## src/hdl/clb_pkg.sv

```systemverilog
// package for the cluster light binning block
// holds default store sizes, field widths, operation and status codes, and the box and controller/datapath structs
// no dependencies
package clb_pkg;

	// default sizes of the stores
	localparam int MAX_CLUSTERS_DEF = 8192;
	localparam int SLICES_DEF       = 16;
	localparam int CAPACITY_DEF     = 64;
	localparam int MAX_BOXES_DEF    = 1024;

	// port field widths
	localparam int CFG_W    = 10;
	localparam int FUNC_W   = 3;
	localparam int LIGHT_W  = 16;
	localparam int XY_W     = 9;
	localparam int Z_W      = 4;
	localparam int ADDR_W   = 19;
	localparam int STATUS_W = 2;
	localparam int OFFSET_W = 20;
	localparam int COUNT_W  = 7;
	localparam int TOTAL_W  = 20;
	localparam int OVF_W    = 32;

	// configuration register indexes
	localparam logic REG_CLUSTERS_X = 1'b0;
	localparam logic REG_CLUSTERS_Y = 1'b1;

	typedef enum logic [FUNC_W-1:0] {
		FN_CLEAR        = 3'd0,
		FN_ADD          = 3'd1,
		FN_FINISH       = 3'd2,
		FN_READ_CLUSTER = 3'd3,
		FN_READ_LIST    = 3'd4
	} func_t;

	typedef enum logic [STATUS_W-1:0] {
		ST_OK         = 2'd0,
		ST_FULL       = 2'd1,
		ST_RANGE      = 2'd2,
		ST_UNFINISHED = 2'd3
	} status_t;

	typedef struct packed {
		logic [LIGHT_W-1:0] light;
		logic [XY_W-1:0]    x0;
		logic [XY_W-1:0]    x1;
		logic [XY_W-1:0]    y0;
		logic [XY_W-1:0]    y1;
		logic [Z_W-1:0]     z0;
		logic [Z_W-1:0]     z1;
	} box_t;

	// controller to datapath
	typedef struct packed {
		logic load_in;
		logic dec;
		logic clr_begin;
		logic clr_step;
		logic box_save;
		logic base1;
		logic base2;
		logic walk_rd;
		logic walk_wr;
		logic scan_begin;
		logic scan_step;
		logic scan_end;
		logic box_rd;
		logic box_ld;
		logic set_fin;
		logic resp;
	} cmd_t;

	// datapath to controller
	typedef struct packed {
		logic [FUNC_W-1:0] func;
		logic              box_full;
		logic              sweep_done;
		logic              cell_ok;
		logic              fill_mode;
		logic              scan_done;
		logic              replay_done;
	} stat_t;

endpackage

```

## src/hdl/clb_ctrl.sv

```systemverilog
// controller state machine of the cluster light binning block
// sequences clear, add, finish and read operations; uses clb_pkg
module clb_ctrl (
	input  logic           clk,
	input  logic           arst_n,
	input  logic           start,
	output logic           busy,
	input  clb_pkg::stat_t st,
	output clb_pkg::cmd_t  cmd
);
	import clb_pkg::*;

	typedef enum logic [11:0] {
		S_IDLE  = 12'b000000000001,
		S_INIT  = 12'b000000000010,
		S_DEC   = 12'b000000000100,
		S_CLR   = 12'b000000001000,
		S_BASE1 = 12'b000000010000,
		S_BASE2 = 12'b000000100000,
		S_WRD   = 12'b000001000000,
		S_WWR   = 12'b000010000000,
		S_SCAN  = 12'b000100000000,
		S_BRD   = 12'b001000000000,
		S_BLD   = 12'b010000000000,
		S_RESP  = 12'b100000000000
	} state_t;

	state_t state_q, state_d;

	assign busy = (state_q != S_IDLE);

	always_comb begin
		state_d = state_q;
		cmd     = '0;
		case (state_q)
			S_IDLE: begin
				if (start) begin
					cmd.load_in = 1'b1;
					state_d     = S_DEC;
				end
			end
			S_INIT: begin
				if (st.sweep_done) begin
					state_d = S_IDLE;
				end else begin
					cmd.clr_step = 1'b1;
				end
			end
			S_DEC: begin
				cmd.dec = 1'b1;
				case (st.func)
					FN_CLEAR: begin
						cmd.clr_begin = 1'b1;
						state_d       = S_CLR;
					end
					FN_ADD: begin
						if (st.box_full) begin
							state_d = S_RESP;
						end else begin
							cmd.box_save = 1'b1;
							state_d      = S_BASE1;
						end
					end
					FN_FINISH: begin
						cmd.scan_begin = 1'b1;
						state_d        = S_SCAN;
					end
					default: begin
						state_d = S_RESP;
					end
				endcase
			end
			S_CLR: begin
				if (st.sweep_done) begin
					state_d = S_RESP;
				end else begin
					cmd.clr_step = 1'b1;
				end
			end
			S_BASE1: begin
				cmd.base1 = 1'b1;
				state_d   = S_BASE2;
			end
			S_BASE2: begin
				cmd.base2 = 1'b1;
				state_d   = S_WRD;
			end
			S_WRD: begin
				if (st.cell_ok) begin
					cmd.walk_rd = 1'b1;
					state_d     = S_WWR;
				end else if (st.fill_mode) begin
					state_d = S_BRD;
				end else begin
					state_d = S_RESP;
				end
			end
			S_WWR: begin
				cmd.walk_wr = 1'b1;
				state_d     = S_WRD;
			end
			S_SCAN: begin
				if (st.scan_done) begin
					cmd.scan_end = 1'b1;
					state_d      = S_BRD;
				end else begin
					cmd.scan_step = 1'b1;
				end
			end
			S_BRD: begin
				if (st.replay_done) begin
					cmd.set_fin = 1'b1;
					state_d     = S_RESP;
				end else begin
					cmd.box_rd = 1'b1;
					state_d    = S_BLD;
				end
			end
			S_BLD: begin
				cmd.box_ld = 1'b1;
				state_d    = S_BASE1;
			end
			S_RESP: begin
				cmd.resp = 1'b1;
				state_d  = S_IDLE;
			end
			default: begin
				state_d = S_IDLE;
			end
		endcase
	end

	always_ff @(posedge clk or negedge arst_n) begin
		if (!arst_n) begin
			state_q <= S_INIT;
		end else begin
			state_q <= state_d;
		end
	end

endmodule

```

## config.mk

```make
export PLATFORM = sky130hd
export DESIGN_NAME = clb_ctrl
export DESIGN_NICKNAME = d
export VERILOG_FILES = /design/src/hdl/clb_pkg.sv /design/src/hdl/clb_ctrl.sv
export SDC_FILE = /design/constraint.sdc
export NUM_CORES = 1
export LEC_CHECK = 0
export ABC_CLOCK_PERIOD_IN_PS = 4100
export BUFFER_PORTS_ARGS = -buffer_cell sky130_fd_sc_hd__buf_4
export CORE_MARGIN = 5
export CORE_UTILIZATION = 37
export DETAILED_ROUTE_END_ITERATION = 7
export PLACE_DENSITY_LB_ADDON = 0.12
export SLEW_MARGIN = 20
export SYNTH_ARGS = -nofsm -noshare
export SYNTH_HDL_FRONTEND = slang
export SYNTH_SLANG_ARGS = --single-unit
```

## constraint.sdc

```tcl
create_clock -name clk -period 4.1 [get_ports clk]
set_clock_uncertainty 0.15 [all_clocks]
set_input_delay 0.205 -clock clk [delete_from_list [all_inputs] [get_ports clk]]
set_output_delay 0.205 -clock clk [all_outputs]
set_load 0.005 [all_outputs]
```

==> reports/summary.md, run 1 <==
Summed over all nets, wire length on met3 after detailed routing comes to 144 um. By area the synthesized netlist is led by sky130_fd_sc_hd__dfrtp_1 (31%), sky130_fd_sc_hd__nor2_1 (6.4%), sky130_fd_sc_hd__nor4_1 (4.3%), sky130_fd_sc_hd__o21ai_0 (3.4%), sky130_fd_sc_hd__dfstp_2 (3.0%). For this run, the top clock speed supported by timing is 355 MHz. The net total in the final layout was 142.

The synthesized netlist occupies a cell area of 877 um2. After detailed routing, the number of remaining DRC violations is 0. The logs give 0 for the global-route congestion overflow total and 526 um2 for the total area of multi-input combinational cells.

Sorting the synthesized cells by how often they occur yields sky130_fd_sc_hd__nor2_1 (15), sky130_fd_sc_hd__dfrtp_1 (11), sky130_fd_sc_hd__nor4_1 (6), sky130_fd_sc_hd__o21ai_0 (6). More flip-flops sit in one register than any other, and that register is state_q. The layout cell share with drive strength beyond 1 is 0.333, and the vertical die dimension is 58.7 um.

The type of the tightest min-delay check was in2reg. The measured slew at the worst slew-check pin is 643 ps, and the time the final worst path needs with I/O delays and setup is 2810 ps. The clock-pin slew reported for the worst setup and hold paths after clock tree synthesis works out to 80 ps. The number of search-and-repair iterations in the first detailed-routing pass is 4.

The static power due to leakage is 0.554 nW, and the detailed-route wire length is 2270 um. The detailed router finished its first iteration with 25 violations. Setup violations remaining at the end of the flow were counted as 0.

The worst setup path is captured at a primary output. The run gives 1 as the CTS H-tree depth. For the area of the core, the log shows 2230 um2. Row count: 17. The later pin in the worst-skew pair is clocked with a latency of 280 ps.

The number of buffers added on ports is 28. The root buffer cell is sky130_fd_sc_hd__clkbuf_4. Summing all flip-flop and latch instances after layout gives 302 um2.

Entering global routing, the biggest net connects 13 pins. The worst register-to-register path has a depth of 5. The number of clock sinks is 12. The clock tree buffer depth is 2. The run gives 0 as the count of inserted antenna diode cells.

The count of nets left with antenna violations once routing finished came out at 0. The primary flip-flop cell chosen by synthesis mapping is sky130_fd_sc_hd__dfrtp_1. In this design, the stage delay of the slowest critical-path cell is 600 ps.

Summed over all failing endpoints, the final setup total negative slack is 0 ps. After detailed routing, the wire length on met1 is 1100 um. During synthesis, Yosys emitted a total of 0 warnings. In this run the horizontal extent of the chip is 58.7 um. Dividing total power by cell area gives a power density of 385 nW/um2. The worst hold path was traced through 3 stages.

The tools report the number of fill cells in the layout as 224. In the final layout, the registers with the most flip-flops are state_q: 12 flops. For the synthesized instance count, the log shows 102. Share of the synthesized area in the top cell type: 0.314. Clock tree synthesis inserted a total of 3 buffers. The tools report the number of different library cells in the post-synthesis netlist as 41.

The highest layer touched by signal routing is met4. The register with the most flip-flops in the layout has 12 of them. Routability-driven placement finished with a final weighted congestion of 0.810. TritonCTS built the clock tree.

After synthesis, the mean cell area works out to 8.60 um2. The average wire per standard cell works out to 14.5 um. Most area-hungry cell type in the Yosys netlist: sky130_fd_sc_hd__dfrtp_1. Overall track demand over capacity in global routing: 0.140. The total setup buffers inserted after CTS is 0.

Compared with the post-synthesis result, the final layout area differs by 30.0%. The via count of the first global-routing pass came out at 789. In the post-synthesis netlist, the cell with the most instances is sky130_fd_sc_hd__nor2_1. Counting flops with a built-in enable in the synthesized netlist gives 0. For the worst hold slack, the log shows 14.7 ps. The share of flip-flops with an asynchronous set or reset works out to 1.00.

The first global-routing pass estimated 3640 um of wire. 29 I/O pins were placed. Setup repair after global routing left no endpoint under its margin. The routed layout has 853 vias. The tools report the max-cap violation count as 0. The part of the cycle the worst path needs came out at 0.686. The maximum fanout along the worst path is 9, and the net count after synthesis is 114. Traced cell by cell, the critical path runs through or4_1, nor4_1, nor4bb_1, buf_4.

Met2 wire length: 992 um. The tools report the final count of hold timing violations as 0. The required time at the endpoint of the critical path came out at 3740 ps. Critical setup path kind: reg2out. The synthesized design contains 12 register bits. The cell type of the slowest stage on the worst timing path is sky130_fd_sc_hd__or4_1. The run finished with clean final reports. The vias per cell is 5.43, and the count of final max-slew check failures is 0. The critical path startpoint category was a flop. The portion of the post-synthesis area used by sequential elements was 0.344; the starting density of the core was 0.393. After legalization and detailed placement, the total HPWL measured 1740 um. The floorplan step defined a die boundary enclosing 3440 um2. The number of antenna violations at the first check in global routing is 0, and the worst slew margin relative to its limit is 0.568. The critical path arrival was 2460 ps; the peak supply drop was 304 uV.
==> routing by layer <==
| layer | GRT usage | vias up |
|---|---|---|
| met1 | 0.192 | 391 |
| met3 | 0.0285 | 4 |
| met4 | 0.0777 | 0 |
| li1 | - | 431 |
| met2 | 0.204 | 27 |
| met5 | 0 | - |
==> through the flow <==
stage               power [W]   util  instances  cell area (um2)  setup WS [ps]
finish               0.000439  0.510        157             1140           1290
global route         0.000470  0.510        157             1140           1060
global placement     0.000341  0.485        151             1080           1620
floorplan            0.000276      -        102              877           1890
detailed placement   0.000341  0.485        151             1080           1600
CTS                  0.000445  0.510        157             1140           1270
==> final cells by class <==
class,instances,share of cell area
clock buffers,4,0.0318
inverters,3,0.00988
multi-input cells,80,0.461
flip-flops and latches,12,0.265
well taps,28,0.0307
repair buffers,30,0.202
==> placed cells by master, fill, tap and decap left out, types with 2 or more instances in the layout <==
| cell | count |
|---|---|
| sky130_fd_sc_hd__buf_4 | 28 |
| sky130_fd_sc_hd__nor2_1 | 15 |
| sky130_fd_sc_hd__dfrtp_1 | 11 |
| sky130_fd_sc_hd__nor4_1 | 6 |
| sky130_fd_sc_hd__o21ai_0 | 6 |
| sky130_fd_sc_hd__nand2_1 | 4 |
| sky130_fd_sc_hd__nor3_1 | 4 |
| sky130_fd_sc_hd__or2_2 | 4 |
| sky130_fd_sc_hd__or3_1 | 3 |
| sky130_fd_sc_hd__nor3b_1 | 3 |
| sky130_fd_sc_hd__inv_1 | 3 |
| sky130_fd_sc_hd__xor2_1 | 3 |
| sky130_fd_sc_hd__clkbuf_4 | 3 |
| sky130_fd_sc_hd__or4_4 | 2 |
| sky130_fd_sc_hd__and4_1 | 2 |
| sky130_fd_sc_hd__nand2b_1 | 2 |
| sky130_fd_sc_hd__nor4bb_1 | 2 |
| sky130_fd_sc_hd__and4b_1 | 2 |
| sky130_fd_sc_hd__and3_1 | 2 |
| sky130_fd_sc_hd__xnor2_1 | 2 |
| sky130_fd_sc_hd__dlygate4sd3_1 | 2 |
==> timing repair <==
action / CTS / global route
resized for setup: 0 / 0
endpoints found under the hold margin: 13 / 0
hold buffers: 2 / 0
==> logic make-up after synthesis <==
group / synth area share
compound gates: 0.108
xor+xnor: 0.0499
buf+inv: 0.0571
flops: 0.344
simple gates: 0.441
==> where the power goes <==
group / switching, W / internal, W / leakage, nW / total, W
clock network: 0.0000458 / 0.0000541 / 0.0210 / 0.0000999
registers: 0.0000242 / 0.000130 / 0.160 / 0.000154
logic: 0.0000931 / 0.0000915 / 0.373 / 0.000185
total: 0.000163 / 0.000275 / 0.554 / 0.000439
==> path summary, 6_finish.rpt <==
path | start | to | slack, ps
min reg2reg | state_q[1] | state_q[1] | 380
max reg2reg | state_q[0] | state_q[11] | 1740
min | start | state_q[2] | 10
max in group asynchronous | arst_n | state_q[1] | 3420
max | state_q[0] | cmd[3] | 1290
min in group asynchronous | arst_n | state_q[3] | 150
==> worst max-delay path, delay by kind of cell (launching register included) <==
family / cells / cell delay [ps]
buffers and inverters: 1 / 160
AND/OR/NAND/NOR: 3 / 1540
flip-flops: 1 / 470
(Power assumes the default switching activity.)
==> run 2: changes to the inputs <==
- ABC_AREA: unset -> 1
- ABC_CLOCK_PERIOD_IN_PS: 4100 -> 2710
- CORE_ASPECT_RATIO: unset -> 2
- clock period: 4.1 -> 2.71 ns (I/O delays scaled with it)
==> reports/summary.md, run 2 <==
The flow ran to the end, and the final reports show no timing, DRC or antenna violations. The top cell types in the final layout, fill and taps aside, are sky130_fd_sc_hd__inv_1 (28), sky130_fd_sc_hd__buf_4 (28), sky130_fd_sc_hd__nor2_1 (22). The mean cell area of the mapped netlist was 7.33 um2 (-15%).

Number of synthesis warnings: 0 (unchanged). The tools report the part of the power in combinational logic as 0.500 (+0.079). The worst slew margin relative to its limit was 0.791 (+0.223); the switching share of total power was 0.413 (+0.0407). Traced cell by cell, the critical path runs through nor2_4, nand2_4, nor2_4, inv_1, nor4_1, buf_4. The run gives 0 ps (unchanged) as the sum of negative setup slack.

Most area-hungry cell type in the Yosys netlist: sky130_fd_sc_hd__dfrtp_1. The count of boundary I/O pins is 29 (unchanged). The logs give 179 (+26%) for the net total in the final layout and 0.751 nW (+35%) for the static power due to leakage. The share of the synthesized area in the top cell type works out to 0.287 (-0.0270).

The starting density of the core was 0.378 (-0.0145); the clock tree buffer depth was 2 (unchanged). The run gives 3770 um2 (+9.6%) as the full die area. The first-pass GRT wire length is 4010 um (+10%).

The post-synthesis compound-gate area fraction was 0.0548 (-0.0537). The run gives 0 (unchanged) as the remaining number of nets flagged by the antenna check after routing. The proportion of power drawn by the clock network came out at 0.220 (-0.008). The worst setup path is launched from a flop.

The kind of end point of the critical path is a primary output. For the half-perimeter wire length after placement, the log shows 1950 um (+12%). For the number of search-and-repair iterations in the first detailed-routing pass, the log shows 4 (unchanged). The largest registers in the layout are state_q: 12 flops.

The clock latency on the worst-skew pair is 250 ps (-30 ps), and the detailed-route wire length is 2300 um (+0.92%). The average wire per standard cell was 11.8 um (-18%). The power per unit of standard cell area is 619 nW/um2 (+61%), and the number of vias after detailed routing is 904 (+6.0%). The measured slew at the worst slew-check pin was 312 ps (-331 ps); the layout cell share with drive strength beyond 1 was 0.373 (+0.0402). The primary flip-flop cell chosen by synthesis mapping was sky130_fd_sc_hd__dfrtp_1.

The fraction of the mapped netlist area in simple logic gates is 0.510 (+0.0690), and the row count is 26 (+9). The maximum number of pins on one net before global-route repair is 13 (unchanged), and the delay of the slowest cell on the worst path is 410 ps (-190 ps). CTS H-tree depth: 1 (unchanged). The area growth from synthesis to layout is 33.4%. The number of buffers added on ports came out at 28 (unchanged). For the max-cap violation count, the log shows 0 (unchanged).

The global-route congestion overflow total was 0 (unchanged); the required time at the endpoint of the critical path was 2420 ps (-1320 ps). The total buffers and inverters traversed by the critical path works out to 2 (+1). Most prevalent standard cell on the critical path: sky130_fd_sc_hd__nor2_4. On the critical path, the stage with the largest delay is an instance of sky130_fd_sc_hd__dfrtp_1. The number of different library cells in the post-synthesis netlist was 22 (-46%); the vias per cell was 4.66 (-14%). The share of flip-flops with an asynchronous set or reset works out to 1.00 (unchanged).

For the final routed DRC violation total, the log shows 0 (unchanged). For the portion of the post-synthesis area used by sequential elements, the log shows 0.314 (-0.0296). TritonCTS built the clock tree. For this run, the top clock speed supported by timing is 565 MHz. The final count of hold timing violations is 0 (unchanged), and the overall track demand over capacity in global routing is 0.146 (+0.00572). Number of clock sinks: 12 (unchanged). In the post-synthesis netlist, the cell with the most instances is sky130_fd_sc_hd__inv_1. For the net count after synthesis, the log shows 143 (+25%). Clock tree synthesis selected as its root buffer the cell sky130_fd_sc_hd__clkbuf_8. Setup repair after global routing left no endpoint under its margin. The run gives 2540 um2 (+14%) as the area of the core. Yosys attributes the largest share of cell area to sky130_fd_sc_hd__dfrtp_1 (29%), sky130_fd_sc_hd__inv_1 (11%), sky130_fd_sc_hd__nor2_1 (8.6%), sky130_fd_sc_hd__nand2_1 (8.2%), sky130_fd_sc_hd__nand2_4 (7.0%).

Worst hold slack: 45.4 ps (+30.7 ps). The via count of the first global-routing pass was 966 (+22%). Die span in x: 46.0 um (-22%). The number of flops mapped to enable cells by yosys is 0 (unchanged). Peak supply drop: 325 uV (+7.0%). The adder and majority cell fraction of the synthesized area was 0 (unchanged); the portion of total power attributed to sequential cells was 0.280 (-0.071).

The clock-pin slew reported for the worst setup and hold paths after clock tree synthesis was 60 ps (-20 ps). The critical path arrival was 1490 ps (-970 ps). The number of antenna violations at the first check in global routing came out at 0 (unchanged). The count of final max-slew check failures was 0 (unchanged); the vertical die dimension was 82.0 um (+40%).

Flip-flop count of the largest register after layout: 12 (unchanged). The largest register by flop count is state_q. The run gives 0 (unchanged) as the final setup violation count.

Broken down by cell family, the worst path's largest delay share belongs to simple AND/OR/NAND/NOR gates. The type of the tightest min-delay check is in2reg. The register bit count reported by yosys was 12 (unchanged). The portion of netlist area occupied by mux cells came out at 0 (unchanged). Number of fill cells in the layout: 286 (+28%).

The run gives 19 (-24%) as the iteration-0 DRC count of the detailed router. The worst path needs 1770 ps of the cycle, external delays included. After synthesis, the largest family of logic cells by area is simple AND/OR/NAND/NOR gates. The run gives 0.743 (-8.3%) as the global placement routability congestion. The switching power was 0.000327 W (+100%). The cell area after synthesis was 960 um2 (+9.4%); the xor/xnor share of the synthesized area was 0 (-0.0499). The internal power came out at 0.000465 W (+69%). The part of the cycle the worst path needs works out to 0.654. The tools report the synthesized instance count as 131 (+28%).

The number of buffers inserted during clock tree synthesis was 3 (unchanged); the count of inserted antenna diode cells was 0 (unchanged). The critical setup path kind was reg2out. The commonest cells after synthesis are sky130_fd_sc_hd__inv_1 (28), sky130_fd_sc_hd__nor2_1 (22), sky130_fd_sc_hd__nand2_1 (21). The maximum fanout along the worst path is 5 (-4).
## run 2: final cells by class
| class | instances | area [um2] | share of cell area |
|---|---|---|---|
| sequential | 12 | 302 | 0.236 |
| inverter | 31 | 116 | 0.0909 |
| multi-input combinational | 88 | 542 | 0.423 |
| clock buffer | 4 | 45.0 | 0.0352 |
| timing repair buffer | 31 | 240 | 0.188 |
| tap | 28 | 35.0 | 0.0274 |
## run 2: per-layer routing
metal,track usage,up-vias,share of wire
met5,0,-,0
met4,0.0684,0,0.023
li1,-,460,-
met2,0.264,33,0.55
met3,0.0285,5,0.065
met1,0.151,406,0.36
## run 2: metrics by stage
| step | area (um2) | instances | power, W | util | worst slack [ps] |
|---|---|---|---|---|---|
| after global routing | 1280 | 194 | 0.000855 | 0.504 | 766 |
| after CTS | 1280 | 194 | 0.000807 | 0.504 | 928 |
| after floorplan | 960 | 131 | 0.000518 | - | 1250 |
| after global placement | 1200 | 187 | 0.000620 | 0.475 | 1080 |
| final | 1280 | 194 | 0.000792 | 0.504 | 939 |
| after detailed placement | 1200 | 187 | 0.000624 | 0.475 | 1070 |
## run 2: logic make-up (layout without fill, tap and decap cells)
group / Yosys count / after routing
compound gates: 7 / 7
buf+inv: 31 / 66
flops: 12 / 12
simple gates: 81 / 81
## run 2: final timing paths
path | end | depth (start not counted) | startpoint | slack (ps)
setup / recovery | cmd[9] | 6 | state_q[8] | 940
setup reg to reg | state_q[11] | 9 | state_q[1] | 1090
min in group asynchronous | state_q[10] | 2 | arst_n | 120
max in group asynchronous | state_q[1] | 2 | arst_n | 2050
hold / removal | state_q[8] | 4 | st[8] | 50
hold reg to reg | state_q[1] | 2 | state_q[1] | 330
## run 2: power by group through the flow
stage / Combinational (W) / Sequential, W / Clock, W
6_report: 0.000396 / 0.000222 / 0.000174
5_1_grt: 0.000443 / 0.000225 / 0.000187
4_1_cts: 0.000404 / 0.000222 / 0.000180
3_5_place_dp: 0.000399 / 0.000225 / 0
3_3_place_gp: 0.000395 / 0.000225 / 0
2_1_floorplan: 0.000296 / 0.000223 / 0
## run 2: repair_timing
action                                 4_1_cts  5_1_grt
gates resized for setup                      0        0
hold buffers                                 3        0
endpoints found under the hold margin       14        0
setup buffers                                0        0
## run 2: worst register-to-register path, stage by stage, from the launching register on
cell	delay (ps)
sky130_fd_sc_hd__dfstp_2	570
sky130_fd_sc_hd__nor2_4	50
sky130_fd_sc_hd__nand2_4	120
sky130_fd_sc_hd__nor2_8	70
sky130_fd_sc_hd__nand2_1	110
sky130_fd_sc_hd__nand2_1	60
sky130_fd_sc_hd__nor2_1	140
sky130_fd_sc_hd__nand3_2	100
sky130_fd_sc_hd__nand2_2	110
sky130_fd_sc_hd__nor2_2	40
==> run 3: changes to the inputs <==
- ABC_AREA: 1 -> 0
- ABC_CLOCK_PERIOD_IN_PS: 2710 -> 1800
- CORE_ASPECT_RATIO: 2 -> unset
- clock period: 2.71 -> 1.8 ns (I/O delays scaled with it)
==> reports/summary.md, run 3 (same netlist as run 1, synthesis figures left out) <==
The flow ran to the end, but the final reports show violations. The final reports fail on setup timing. The layer carrying the most global-route usage was met2.

The tools report the global-route track usage on met3 as 0.0263 (-0.00219). More flip-flops sit in one register than any other, and that register is state_q. The overall track demand over capacity in global routing is 0.182 (+0.0358). The count of inserted antenna diode cells was 0 (unchanged). The flip-flop count of the largest register after layout is 12 (unchanged).

Leaving out fill and tap cells, the most frequent cell in the layout is sky130_fd_sc_hd__buf_4. The clock-pin slew reported for the worst setup and hold paths after clock tree synthesis was 100 ps (+40 ps). Setup repair after global routing could not meet its margin everywhere. The run gives 2060 um (+5.6%) as the half-perimeter wire length after placement. The average wire per standard cell was 17.1 um (+45%); the count of final max-slew check failures was 0 (unchanged). The first-pass GRT wire length was 4800 um (+20%); the net total in the final layout was 188 (+5.0%). The static power due to leakage is 0.838 nW (+12%), and the die span in x is 58.7 um (+28%).

The kind of end point of the critical path is a primary output. The final setup violation count was 28 (+28); the number of vias after detailed routing was 1,094 (+21%). TritonCTS built the clock tree.

The slack of the critical path was -658 ps (-1600 ps). The startpoint identified for the worst register-to-register timing path is state_q[8]. The maximum fanout along the worst path is 4 (-1), and the critical path arrival is 2220 ps (+730 ps). The worst slew margin relative to its limit was 0.797 (+0.00652); the final count of hold timing violations was 0 (unchanged). The tools report the number of clock sinks as 12 (unchanged).

Timing would allow up to 407 MHz. Layout cell share with drive strength beyond 1: 0.611 (+0.238). The clock latency on the worst-skew pair is 290 ps (+40 ps). The run gives 3470 um (+51%) as the detailed-route wire length. The via count of the first global-routing pass was 1,041 (+7.8%). The worst path in the final design needs a cycle of 2460 ps, including I/O delays and setup. Routing usage on met2: 0.330 (+0.0663). The count of boundary I/O pins was 29 (unchanged). The tools report the worst flop-to-flop path endpoint as state_q[0].

The run gives 1 (unchanged) as the CTS H-tree depth. The iteration-0 DRC count of the detailed router was 35 (+16). The tools report the required time at the endpoint of the critical path as 1560 ps (-860 ps).

The reg2reg setup slack was -560 ps (-1650 ps); the number of buffers inserted during clock tree synthesis was 3 (unchanged). For the finished layout cell area, the log shows 1770 um2 (+39%). The vertical die dimension works out to 58.7 um (-28%). The number of antenna violations at the first check in global routing was 0 (unchanged).

In the final layout, the registers with the most flip-flops are state_q: 12 flops. For the starting density of the core, the log shows 0.393 (+0.0145). The minimum setup slack after placement is -393 ps (-1460 ps), and the number of search-and-repair iterations in the first detailed-routing pass is 4 (unchanged). STA classifies the critical path startpoint as a flop. The run gives 791 uV (+140%) as the peak supply drop. The power per unit of standard cell area is 909 nW/um2 (+47%), and the number of buffers added on ports is 28 (unchanged).

The logs give 17 (-35%) for the row count and 1250 um2 (+3.8%) for the standard cell area after detailed placement. The library cells used most frequently in the layout, excluding fill and tap cells, are sky130_fd_sc_hd__buf_4 (48), sky130_fd_sc_hd__buf_6 (21), sky130_fd_sc_hd__nor2_1 (12). The tools report the total power draw as 0.00161 W (+100%).

The full die area is 3440 um2 (-8.7%). Growth of design area from synthesis to finish: 102%. The tools report the root buffer cell as sky130_fd_sc_hd__clkbuf_4. The max-cap violation count was 0 (unchanged); the met1 layer usage reported by global route was 0.225 (+0.0735). The logs give 0 (unchanged) for the global-route congestion overflow total and 2230 um2 (-12%) for the area of the core. The global placement routability congestion was 0.856 (+15%). The number of fill cells in the layout was 151 (-47%).

The vias per cell was 5.39 (+16%). The clock tree buffer depth was 2 (unchanged). The type of the tightest min-delay check is in2async. The critical path in this run is classified as reg2out. The maximum number of pins on one net before global-route repair is 13 (unchanged), and the number of cells traversed by the worst register-to-register path is 6 (-3).

The measured slew at the worst slew-check pin was 303 ps (-8.32 ps); the part of the cycle the worst path needs was 1.37. The run gives 0 (unchanged) as the final routed DRC violation total. The tools report the remaining number of nets flagged by the antenna check after routing as 0 (unchanged).
## run 3: cell types whose count changed in the layout (fill, tap and decap cells not counted), sizes merged, moves of 3 or more
cell	before	now
nor2	34	15
or2	0	4
or3	0	4
xor2	0	3
nand3	6	1
nor4	2	7
or4	0	3
nand2	30	4
nor3b	0	4
nand3b	3	0
inv	31	3
dlygate4sd3	3	7
buf	28	69
## run 3: routing by layer
| layer | wire length [um] | vias up |
|---|---|---|
| li1 | - | 518 |
| met1 | 1380 | 527 |
| met2 | 1850 | 42 |
| met3 | 180 | 7 |
| met4 | 63 | 0 |
| met5 | 0 | - |
## run 3: report_power, final
part / leakage, nW / internal, W / switching (W) / total (W)
Clock: 0.0210 / 0.000123 / 0.000115 / 0.000238
Combinational: 0.657 / 0.000610 / 0.000442 / 0.00105
Sequential: 0.160 / 0.000296 / 0.0000260 / 0.000322
## run 3: per-stage QoR
stage | util | TNS (ps) | cells | hold WS, ps
2_1_floorplan | - | -4350 | 102 | -356
3_3_place_gp | 0.560 | -4560 | 173 | -207
3_5_place_dp | 0.560 | -5140 | 173 | -206
4_1_cts | 0.699 | -9390 | 193 | 0.135
5_1_grt | 0.794 | -12860 | 203 | 42.5
6_report | 0.794 | -11190 | 203 | 28.0
## run 3: final cells by class
type | count | area [um2] | area share
clock buffer | 4 | 36.3 | 0.0205
timing repair buffer | 76 | 667 | 0.376
inverter | 3 | 11.3 | 0.00635
sequential | 12 | 302 | 0.170
tap | 28 | 35.0 | 0.0198
multi-input combinational | 80 | 722 | 0.407
## run 3: timing repair
action	4_1_cts	5_1_grt
resized for setup	26	30
setup endpoints to repair	27	28
pin swaps	9	13
hold buffers	6	1
setup buffers	10	12
hold endpoints to repair	17	1
## run 3: worst max-delay path, stage by stage (launching register included)
cell and delay (ps):
sky130_fd_sc_hd__dfrtp_1 400, sky130_fd_sc_hd__or4_4 540, sky130_fd_sc_hd__or3_4 420, sky130_fd_sc_hd__nor4_4 180
sky130_fd_sc_hd__nor3b_2 250, sky130_fd_sc_hd__buf_4 140
## run 3: worst max path at each step
| stage | from | end | slack, ps | cells past startpoint |
|---|---|---|---|---|
| 2_1_floorplan | state_q[5] | state_q[0] | -380 | 6 |
| 5_1_grt | state_q[8] | cmd[13] | -720 | 5 |
| 4_1_cts | state_q[8] | cmd[13] | -620 | 5 |
| 3_5_place_dp | state_q[8] | cmd[13] | -390 | 5 |
| 6_report | state_q[8] | cmd[13] | -660 | 5 |
| 3_3_place_gp | state_q[8] | state_q[0] | -320 | 5 |
